--- config.mk ---
export PLATFORM = sky130hd
export DESIGN_NAME = fifo_page_replacement
export DESIGN_NICKNAME = d
export VERILOG_FILES = /design/src/rtl/fpr_pkg.sv /design/src/rtl/fpr_cell.sv /design/src/rtl/fpr_skid.sv /design/src/rtl/fifo_page_replacement.sv
export SDC_FILE = /design/constraint.sdc
export NUM_CORES = 1
export LEC_CHECK = 0
export BUFFER_PORTS_ARGS = -buffer_cell sky130_fd_sc_hd__buf_2
export CAP_MARGIN = 20
export CORE_MARGIN = 3
export CORE_UTILIZATION = 50
export CTS_CLUSTER_SIZE = 25
export DETAILED_ROUTE_END_ITERATION = 16
export PLACE_DENSITY = 0.7
export REMOVE_ABC_BUFFERS = 1
export SKIP_CTS_REPAIR_TIMING = 1
export SYNTH_ARGS = -nofsm -noshare
export SYNTH_HDL_FRONTEND = slang
export SYNTH_SLANG_ARGS = --single-unit
export TNS_END_PERCENT = 10
--- constraint.sdc ---
create_clock -name clk -period 4.4 [get_ports clk]
set_clock_uncertainty 0.2 [all_clocks]
set_input_delay 0.22 -clock clk [delete_from_list [all_inputs] [get_ports clk]]
set_output_delay 0.22 -clock clk [all_outputs]
set_load 0.03 [all_outputs]
--- src/rtl/fpr_pkg.sv ---
`timescale 1ns / 1ps

package fpr_pkg;

  // Build-time sizing
  localparam int MAX_FRAMES = 8;
  localparam int PAGE_BITS  = 16;

  // Fixed field widths
  localparam int PAGE_W   = 16;
  localparam int CFG_W    = 4;
  localparam int SLOT_W   = 3;
  localparam int FAULT_W  = 32;

  // Derived widths
  localparam int IDX_W     = (MAX_FRAMES > 1) ? $clog2(MAX_FRAMES) : 1;
  localparam int CNT_W     = $clog2(MAX_FRAMES + 1);
  localparam int CLAMP_W   = (CFG_W > CNT_W) ? CFG_W : CNT_W;
  localparam int SLOT_EXT_W = (IDX_W > SLOT_W) ? IDX_W : SLOT_W;

  // Stream payload widths, padded to bytes
  localparam int S_TDATA_W = ((PAGE_W + 7) / 8) * 8;
  localparam int M_DATA_BITS = SLOT_W + FAULT_W;
  localparam int M_TDATA_W = ((M_DATA_BITS + 7) / 8) * 8;

  // Frame count after reset, clamped to what is built
  localparam int FRAMES_RESET_RAW = 8;
  localparam int FRAMES_RESET =
    (FRAMES_RESET_RAW > MAX_FRAMES) ? MAX_FRAMES : FRAMES_RESET_RAW;

  // Per-cell control from the sequencing logic
  typedef struct packed {
    logic cmp_en;  // frame is filled and within the active count
    logic wr_en;   // load the incoming page into this frame
  } cell_ctrl_t;

  // One result item
  typedef struct packed {
    logic               hit;
    logic [SLOT_W-1:0]  frame_slot;
    logic [FAULT_W-1:0] fault_count;
    logic               last_out;
  } result_t;

endpackage

--- src/rtl/fpr_cell.sv ---
`timescale 1ns / 1ps

// One frame: holds a page, compares it against the reference and passes
// the hit-so-far flag on to the next frame in the row.
module fpr_cell (
  input  logic                          clk,
  input  logic [fpr_pkg::PAGE_BITS-1:0] page,
  input  fpr_pkg::cell_ctrl_t           ctrl,
  input  logic                          hit_in,
  output logic                          hit_out,
  output logic                          first_hit
);
  import fpr_pkg::*;

  logic [PAGE_BITS-1:0] frame_page;
  logic                 match;

  // Stored page, loaded on a fault that picks this frame
  always_ff @(posedge clk) begin
    if (ctrl.wr_en) begin
      frame_page <= page;
    end
  end

  // Compare and priority chain: the lowest matching frame wins
  assign match     = ctrl.cmp_en && (frame_page == page);
  assign first_hit = match && !hit_in;
  assign hit_out   = hit_in || match;

endmodule

--- src/rtl/fpr_skid.sv ---
`timescale 1ns / 1ps

// Output register plus one skid entry, so the input side keeps moving
// while a result waits for the sink.
module fpr_skid (
  input  logic             clk,
  input  logic             rst,
  input  logic             in_valid,
  input  fpr_pkg::result_t in_data,
  output logic             in_ready,
  output logic             out_valid,
  input  logic             out_ready,
  output fpr_pkg::result_t out_data
);
  import fpr_pkg::*;

  logic    sk_valid;
  result_t sk_data;
  logic    out_take;

  assign out_take = out_valid && out_ready;
  assign in_ready = !sk_valid;

  // Valid flags
  always_ff @(posedge clk) begin
    if (rst) begin
      out_valid <= 1'b0;
      sk_valid  <= 1'b0;
    end else if (in_valid) begin
      out_valid <= 1'b1;
      if (out_valid && !out_take) begin
        sk_valid <= 1'b1;
      end
    end else if (out_take) begin
      out_valid <= sk_valid;
      sk_valid  <= 1'b0;
    end
  end

  // Payload
  always_ff @(posedge clk) begin
    if (in_valid) begin
      if (!out_valid || out_take) begin
        out_data <= in_data;
      end else begin
        sk_data <= in_data;
      end
    end else if (out_take && sk_valid) begin
      out_data <= sk_data;
    end
  end

endmodule

--- src/rtl/fifo_page_replacement.sv ---
`timescale 1ns / 1ps

// Channel  | direction | transfer when             | payload
// s_*      | in        | s_tvalid & s_tready       | tdata: page_number; tlast: last_reference
// m_*      | out       | m_tvalid & m_tready       | tdata: frame_slot, fault_count; tuser: hit;
//          |           |                           | tlast: last_out
// cfg_*    | in        | cfg_valid & cfg_ready     | cfg_data: frames_in_use
//
// One reference per clock while s_tready is high: the compare across the frame
// row, the fault count and the pointer update all settle in the transfer cycle;
// the result is registered on its way to m_*. Synchronous reset clears the sequence
// state and sets the frame count to 8; stored pages need no clearing.
// A stalled sink holds one result in the output register and one in the
// skid entry; s_tready drops only when both are occupied.
module fifo_page_replacement (
  input  logic                          clk,
  input  logic                          rst,
  // s_tdata: [15:0] page_number
  input  logic                          s_tvalid,
  output logic                          s_tready,
  input  logic [fpr_pkg::S_TDATA_W-1:0] s_tdata,
  input  logic                          s_tlast,
  // m_tdata: [2:0] frame_slot, [34:3] fault_count, rest zero
  output logic                          m_tvalid,
  input  logic                          m_tready,
  output logic [fpr_pkg::M_TDATA_W-1:0] m_tdata,
  // m_tuser: [0] hit
  output logic                          m_tuser,
  output logic                          m_tlast,
  input  logic                          cfg_valid,
  output logic                          cfg_ready,
  input  logic [fpr_pkg::CFG_W-1:0]     cfg_data
);
  import fpr_pkg::*;

  logic                  accept;
  logic [PAGE_BITS-1:0]  page;
  logic [CNT_W-1:0]      frames;
  logic [CNT_W-1:0]      frames_next;
  logic [CLAMP_W-1:0]    cfg_ext;
  logic [CNT_W-1:0]      filled_frames;
  logic [IDX_W-1:0]      victim_pointer;
  logic [FAULT_W-1:0]    fault_counter;
  logic [CNT_W-1:0]      limit;
  logic [IDX_W-1:0]      victim_use;
  logic [CNT_W-1:0]      victim_inc;
  logic                  not_full;
  logic [IDX_W-1:0]      miss_slot;
  logic [IDX_W-1:0]      hit_slot;
  logic [IDX_W-1:0]      slot;
  logic [SLOT_EXT_W-1:0] slot_ext;
  logic [FAULT_W-1:0]    fault_next;
  logic                  found;
  logic [MAX_FRAMES:0]   hit_chain;
  logic [MAX_FRAMES-1:0] first_hit;
  cell_ctrl_t            cell_ctrl [MAX_FRAMES];
  result_t               res_in;
  result_t               res_out;

  assign accept    = s_tvalid && s_tready;
  assign page      = s_tdata[PAGE_BITS-1:0];
  assign cfg_ready = 1'b1;

  // Frame count register, clamped to 1..MAX_FRAMES on write
  always_comb begin
    cfg_ext = CLAMP_W'(cfg_data);
    if (cfg_ext == '0) begin
      frames_next = CNT_W'(1);
    end else if (cfg_ext > CLAMP_W'(MAX_FRAMES)) begin
      frames_next = CNT_W'(MAX_FRAMES);
    end else begin
      frames_next = CNT_W'(cfg_ext);
    end
  end

  always_ff @(posedge clk) begin
    if (rst) begin
      frames <= CNT_W'(FRAMES_RESET);
    end else if (cfg_valid && cfg_ready) begin
      frames <= frames_next;
    end
  end

  // Active compare range and fault placement
  assign limit      = (filled_frames < frames) ? filled_frames : frames;
  assign not_full   = filled_frames < frames;
  assign victim_use = (CNT_W'(victim_pointer) >= frames) ? '0 : victim_pointer;
  assign victim_inc = CNT_W'(victim_use) + CNT_W'(1);
  assign miss_slot  = not_full ? IDX_W'(filled_frames) : victim_use;

  // Row of frame cells
  assign hit_chain[0] = 1'b0;
  for (genvar i = 0; i < MAX_FRAMES; i++) begin : g_cell
    assign cell_ctrl[i].cmp_en = CNT_W'(i) < limit;
    assign cell_ctrl[i].wr_en  = accept && !found && (miss_slot == IDX_W'(i));

    fpr_cell u_cell (
      .clk       (clk),
      .page      (page),
      .ctrl      (cell_ctrl[i]),
      .hit_in    (hit_chain[i]),
      .hit_out   (hit_chain[i+1]),
      .first_hit (first_hit[i])
    );
  end
  assign found = hit_chain[MAX_FRAMES];

  // Encode the one-hot first match
  always_comb begin
    hit_slot = '0;
    for (int i = 0; i < MAX_FRAMES; i++) begin
      if (first_hit[i]) begin
        hit_slot = hit_slot | IDX_W'(i);
      end
    end
  end

  assign slot       = found ? hit_slot : miss_slot;
  assign slot_ext   = SLOT_EXT_W'(slot);
  assign fault_next = (fault_counter == '1) ? fault_counter : fault_counter + FAULT_W'(1);

  // Sequence state
  always_ff @(posedge clk) begin
    if (rst) begin
      filled_frames  <= '0;
      victim_pointer <= '0;
      fault_counter  <= '0;
    end else if (accept) begin
      if (s_tlast) begin
        filled_frames  <= '0;
        victim_pointer <= '0;
        fault_counter  <= '0;
      end else if (!found) begin
        fault_counter <= fault_next;
        if (not_full) begin
          filled_frames <= filled_frames + CNT_W'(1);
        end else begin
          victim_pointer <= (victim_inc >= frames) ? '0 : IDX_W'(victim_inc);
        end
      end
    end
  end

  // Result toward the output buffer
  assign res_in.hit         = found;
  assign res_in.frame_slot  = slot_ext[SLOT_W-1:0];
  assign res_in.fault_count = found ? fault_counter : fault_next;
  assign res_in.last_out    = s_tlast;

  fpr_skid u_skid (
    .clk       (clk),
    .rst       (rst),
    .in_valid  (accept),
    .in_data   (res_in),
    .in_ready  (s_tready),
    .out_valid (m_tvalid),
    .out_ready (m_tready),
    .out_data  (res_out)
  );

  assign m_tdata = M_TDATA_W'({res_out.fault_count, res_out.frame_slot});
  assign m_tuser = res_out.hit;
  assign m_tlast = res_out.last_out;

endmodule

==> impl_metrics.py, run 1 <==
metrics = {
    "final_layout": {
        "final_common_cell": "edfxtp_1",
        "drive_above_1_share_pct": 14.2,
        "diodes": 0,
        "syn_to_final_growth_pct": 15.0,
        "finalInstanceArea_um2": 13800,
        "fin_util_pct": 58.6,
        "layout_common_cells": "edfxtp_1, nand2_1, xor2_1, buf_2, xnor2_1",
        "instances_no_fill": 1463,
        "nets": 1164,
    },
    "sta": {
        "timing.final.crit_share_pct": 92.4,
        "tns_ns": 0,
        "setup_viol": 0,
        "min_period_ns": 4.06,
        "whs_ns": 0.0315,
        "rsz0062_at_grt": "false",
        "hold_violations": 0,
        "fmax_mhz": 246,
        "final-max-slew-violation-count": 0,
        "tightest_slew_ns": 1.02,
        "maxSlewHeadroom_pct": 31.8,
        "worst_slack_ns": 0.336,
    },
    "synthesis": {
        "ys.flop_type": "edfxtp_1",
        "synth_warnings": 0,
        "muxShareOfSynthArea_pct": 0.907,
        "synth_fa_ha_area_share_pct": 1.46,
        "synth_area_um2": 12000,
        "synth_xor_area_share_pct": 9.78,
        "synth_enable_flop_cells": 202,
        "synth_top_family_by_area": "simple AND/OR/NAND/NOR gates",
        "avgSynthCellArea_um2": 11.6,
        "synth-simple-area-share_pct": 16.4,
        "seq_area_frac_synth_pct": 58.1,
        "ys_seq_elements": 247,
        "synth_compound_gate_area_share_pct": 10.2,
        "syn-instance-count": 1036,
        "async_flop_share_pct": 0,
        "ys_types": 68,
    },
    "route": {
        "wl_per_cell_um": 18.5,
        "drc_errors": 0,
        "drt-vias-per-instance": 5.83,
        "drt_iter0_drc": 869,
        "ant_nets": 0,
        "vias": 8527,
        "routed_wl_mm": 27.0,
        "detail_route.first_pass.iterations": 5,
    },
    "cts": {
        "cts_max_level": 1,
        "clk_pin_slew_ns": 0.06,
        "numClockSinks": 247,
        "cts_max_path_buffers": 3,
        "cts_tree": "built",
        "root_buffer": "clkbuf_16",
        "worstSkewPairLatency_ns": 0.54,
        "cts_buffers": 26,
    },
    "critical_path": {
        "r2r_start": "frames[2]",
        "criticalPathCategory": "register to register",
        "critPathSlowestCell": "or3_1",
        "cp_slowest_stage_delay_ns": 0.51,
        "required_ns": 4.55,
        "r2r-end": "u_skid.out_data[26]",
        "start_kind": "register",
        "crit_path_end_kind": "register",
        "crit_arrival_ns": 4.21,
        "crit_chain": "inv_1, ha_1, and2_4, a221o_1, nor4b_2, nor3_1, a2111oi_4, buf_4, nand4_1, or3_1, a31oi_1",
        "critPathCapture": "u_skid.out_data[26]",
        "r2r_cells": 11,
        "critical_path.max_fanout": 10,
        "worstSetupStartpoint": "frames[2]",
        "reg2reg_slack_ns": 0.34,
    },
    "die": {
        "dieArea_um2": 25900,
        "start_util_pct": 51.0,
        "die_h_um": 161,
        "design.core.area_um2": 23500,
        "num_io_pins": 71,
        "dieWidth_um": 161,
        "rows": 56,
    },
    "placement": {
        "finalWeightedCongestion": 0.865,
        "dpl_worst_slack_ns": 0.426,
        "hpwl_mm": 17.3,
        "io_buffers": 64,
        "numPlacedInstances": 1389,
        "dpl_cell_area_um2": 12700,
    },
    "min_path": {
        "hold_class": "primary input to register",
        "min_from": "rst",
    },
    "power_and_ir_drop": {
        "irDropWorstVdd_uv": 374,
        "p_leak_nw": 4.70,
        "total_power_mw": 5.08,
        "power_density_nw_per_um2": 369,
    },
    "flow_run": {
        "maxCapViolations": 0,
    },
    "global_route": {
        "antenna_found_initial": 0,
        "grt_pass1_wl_mm": 43.4,
        "grt_usage_pct": 20.7,
        "grt_max_degree": 69,
        "grt_overflow_total": 0,
        "grt_pass1_vias": 8098,
    },
    "run_status": {
        "status": "finished clean",
    },
}
-- critical path, delay by kind of cell, from the launching register on --
kind                       cells  cell delay (ns)
AOI/OAI and AO/OA              3             1.10
adders and majority gates      1             0.32
DFF                            1             0.39
buffers and inverters          2             0.37
and+or+nand+nor                5             1.51
-- final cells by class --
class | count | area (µm²)
Inverter | 17 | 63.8
Tap cell | 319 | 399
Multi-Input combinational cell | 707 | 4720
Fill cell | 1953 | 9750
Sequential cell | 247 | 6970
Timing Repair Buffer | 125 | 856
Clock inverter | 18 | 121
Clock buffer | 30 | 666
-- worst min path at each step --
| stage | cells after the start | slack, ns | end |
|---|---|---|---|
| finish | 2 | 0.03 | frames[0] |
| global route | 2 | 0.04 | frames[0] |
| CTS | 2 | -0.32 | u_skid.sk_valid |
| detailed placement | 2 | 0.23 | u_skid.sk_valid |
| global placement | 2 | 0.23 | u_skid.sk_valid |
| floorplan | 1 | 0.09 | fault_counter[1] |
-- power breakdown --
group          switching (mW)  internal, mW
Clock                   0.883          1.14
Combinational           0.297         0.136
Sequential             0.0261          2.60
-- synth_stat cells (all sizes together), types with 26 or more instances --
cell / n / area (µm²)
clkbuf: 43 / 161
nor4: 32 / 206
edfxtp: 202 / 6070
nand4: 35 / 219
nand2: 95 / 357
buf: 26 / 143
a31oi: 45 / 282
o21ai: 28 / 140
or3: 34 / 213
dfxtp: 45 / 901
nor2: 60 / 225
xor2: 73 / 639
xnor2: 61 / 534
-- state kept, by name, indices dropped and copies added (netlist names) --
signal                    count
u_skid.out_valid              1
g_cell.u_cell.frame_page    128
victim_pointer                3
frames                        4
filled_frames                 4
u_skid.sk_data               37
u_skid.out_data              37
fault_counter                32
u_skid.sk_valid               1
-- layer usage --
| layer | GRT usage, % | share of wire, % |
|---|---|---|
| met5 | 0 | 0 |
| met4 | 5.40 | 1.9 |
| met3 | 3.59 | 8.3 |
| met2 | 32.2 | 45 |
| met1 | 30.4 | 45 |
-- logic make-up (layout without fill, tap and decap cells) --
| kind of cell | after synthesis | in the layout |
|---|---|---|
| other cells | 2 | 6 |
| compound gates | 175 | 175 |
| flops | 247 | 247 |
| xor+xnor | 134 | 134 |
| mux | 10 | 10 |
| fa+ha+maj | 14 | 14 |
| simple gates | 368 | 368 |
| buf+inv | 86 | 190 |
Power figures use the tool's default switching activity.
==> run 2, diff against run 1 <==
- SYNTH_HIERARCHICAL: not set -> 1
==> run 2 against run 1 <==
The run now ends with negative hold slack, negative setup slack left. Sequential share of layout area is 3.2 points lower. Maximum frequency is 19% lower. Clock power is 10% higher. Global-route usage is 2.1 points lower. Wire length is 7.2% lower. Register-to-register slack worse by 0.96 ns. Worst hold slack worse by 0.038 ns. Combinational power is 18% higher. Setup slack worse by 0.96 ns. Die area is 2.3% lower. Largest power group unchanged. Highest routed layer unchanged. Sequential power hardly changed.
==> impl_metrics.py, run 2 <==
metrics = {
    "run_status": {
        "status": "finished, violations left",
        "violations": "negative hold slack, negative setup slack",
    },
    "route": {
        "ant_nets": 0,
        "vias": 7751,
        "drt-vias-per-instance": 5.38,
        "drt_iter0_drc": 581,
        "detail_route.first_pass.iterations": 5,
        "wl_per_cell_um": 17.4,
        "routed_wl_mm": 25.1,
        "drc_errors": 0,
    },
    "cts": {
        "worstSkewPairLatency_ns": 0.53,
        "numClockSinks": 247,
        "cts_max_path_buffers": 3,
        "cts_tree": "built",
        "clk_pin_slew_ns": 0.06,
        "root_buffer": "clkbuf_16",
        "cts_max_level": 1,
        "cts_buffers": 27,
    },
    "min_path": {
        "min_from": "s_tdata[2]",
        "hold_class": "primary input to register",
        "hold_path_depth": 2,
        "hold_end": "g_cell[3].u_cell/frame_page[2]",
    },
    "sta": {
        "setup_viol": 167,
        "final-max-slew-violation-count": 0,
        "maxSlewHeadroom_pct": 35.3,
        "fmax_mhz": 199,
        "rsz0062_at_grt": "true",
        "tns_ns": -22.16,
        "min_period_ns": 5.03,
        "worst_slack_ns": -0.627,
        "tightest_slew_ns": 0.962,
        "whs_ns": -0.00678,
        "hold_violations": 6,
        "timing.final.crit_share_pct": 114,
    },
    "final_layout": {
        "diodes": 0,
        "nets": 1147,
        "drive_above_1_share_pct": 31.6,
        "syn_to_final_growth_pct": 25.8,
        "largest_reg_flops": 128,
        "nFillCells": 1700,
        "regMostFlops": "g_cell.u_cell/frame_page",
        "final_common_cell": "edfxtp_1",
        "reg_top3": "g_cell.u_cell/frame_page (128), u_skid/out_data (37), u_skid/sk_data (37)",
        "layout_common_cells": "edfxtp_1, xor2_1, buf_4, buf_2, dfxtp_1",
    },
    "critical_path": {
        "start_kind": "register",
        "required_ns": 4.48,
        "criticalPathCategory": "register to register",
        "crit_path_end_kind": "register",
        "reg2reg_slack_ns": -0.63,
        "r2r_start": "frames[1]",
        "crit_arrival_ns": 5.11,
        "critical_path.max_fanout": 5,
        "r2r-end": "u_skid/out_data[31]",
        "r2r_cells": 22,
    },
    "power_and_ir_drop": {
        "irDropWorstVdd_uv": 476,
        "power_density_nw_per_um2": 363,
        "p_leak_nw": 5.43,
    },
    "die": {
        "num_io_pins": 71,
        "dieArea_um2": 25300,
        "die_h_um": 159,
        "start_util_pct": 51.2,
        "design.core.area_um2": 22800,
        "dieWidth_um": 159,
        "rows": 55,
    },
    "global_route": {
        "grt_usage_pct": 18.6,
        "grt_overflow_total": 0,
        "grt_pass1_wl_mm": 38.7,
        "antenna_found_initial": 0,
        "grt_max_degree": 38,
        "grt_pass1_vias": 7471,
    },
    "flow_run": {
        "maxCapViolations": 0,
    },
    "placement": {
        "finalWeightedCongestion": 0.845,
        "hpwl_mm": 16.6,
        "dpl_worst_slack_ns": -0.789,
        "io_buffers": 64,
    },
    "synthesis": {
        "avgSynthCellArea_um2": 13.0,
        "synth_warnings": 6,
        "syn-instance-count": 900,
        "synth_area_um2": 11700,
    },
}
run 2: stage by stage:
stage                     total power, mW  cells  hold slack, ns  cell area (µm²)  util, %
after floorplan                      2.93    868          0.0891            11500        -
after global placement               3.11   1353           0.269            13000     57.0
after detailed placement             3.12   1353           0.281            13000     57.0
after CTS                            5.35   1402          -0.262            13900     60.9
after global routing                 5.55   1441         0.00553            14700     64.5
final                                5.34   1441        -0.00678            14700     64.5
run 2: how the worst max path moves through the flow:
| stage | cells past startpoint | endpoint | from | slack, ns |
|---|---|---|---|---|
| after detailed placement | 22 | u_skid/out_data[29] | frames[1] | -0.79 |
| after floorplan | 21 | u_skid/out_data[29] | filled_frames[1] | -1.22 |
| final | 22 | u_skid/out_data[31] | frames[1] | -0.63 |
| after global placement | 22 | u_skid/out_data[29] | frames[1] | -0.64 |
| after CTS | 22 | u_skid/out_data[29] | frames[1] | -0.78 |
| after global routing | 23 | u_skid/out_data[19] | frames[2] | -0.78 |
run 2: area by class of cell:
cell class              count  area (µm²)  area share (%)
flip-flops and latches    247        6970            47.3
multi-input cells         601        4850            32.9
repair buffers            211        1560            10.6
clock buffers              36         729            4.95
well taps                 313         392            2.66
clock inverters            13         155            1.05
inverters                  20        75.1           0.510
run 2: critical path: stages, from the launching register on:
cell and delay (ns):
dfxtp_2 0.33, inv_2 0.05, ha_4 0.20, a2111o_1 0.44
and2_4 0.16, a21oi_2 0.13, and2_4 0.17, o21ai_1 0.06
nand2_1 0.06, o21bai_1 0.09, o21bai_4 0.19, o21bai_4 0.18
o21bai_4 0.18, o21bai_4 0.18, o21bai_4 0.18, o21bai_4 0.18
o21bai_4 0.17, nand3b_1 0.19, or4_4 0.63, nor3_4 0.17
nand4_1 0.18, xnor2_1 0.20, mux2_2 0.28
run 2: where the power goes:
part,total (mW),internal (mW),switching [mW]
Combinational,0.510,0.203,0.306
Sequential,2.61,2.59,0.0166
Clock,2.23,1.34,0.884
Total,5.34,4.14,1.21
run 2: routing by layer:
metal  GRT usage, %  wire, µm  vias to the layer above  part of all wire [%]
met5              0         0                        -                     0
met3           2.52      1180                       44                   4.7
li1               -         -                     3743                     -
met2           31.2     12000                      190                    48
met4           5.61       676                        0                   2.7
met1           25.4     11200                     3774                    45
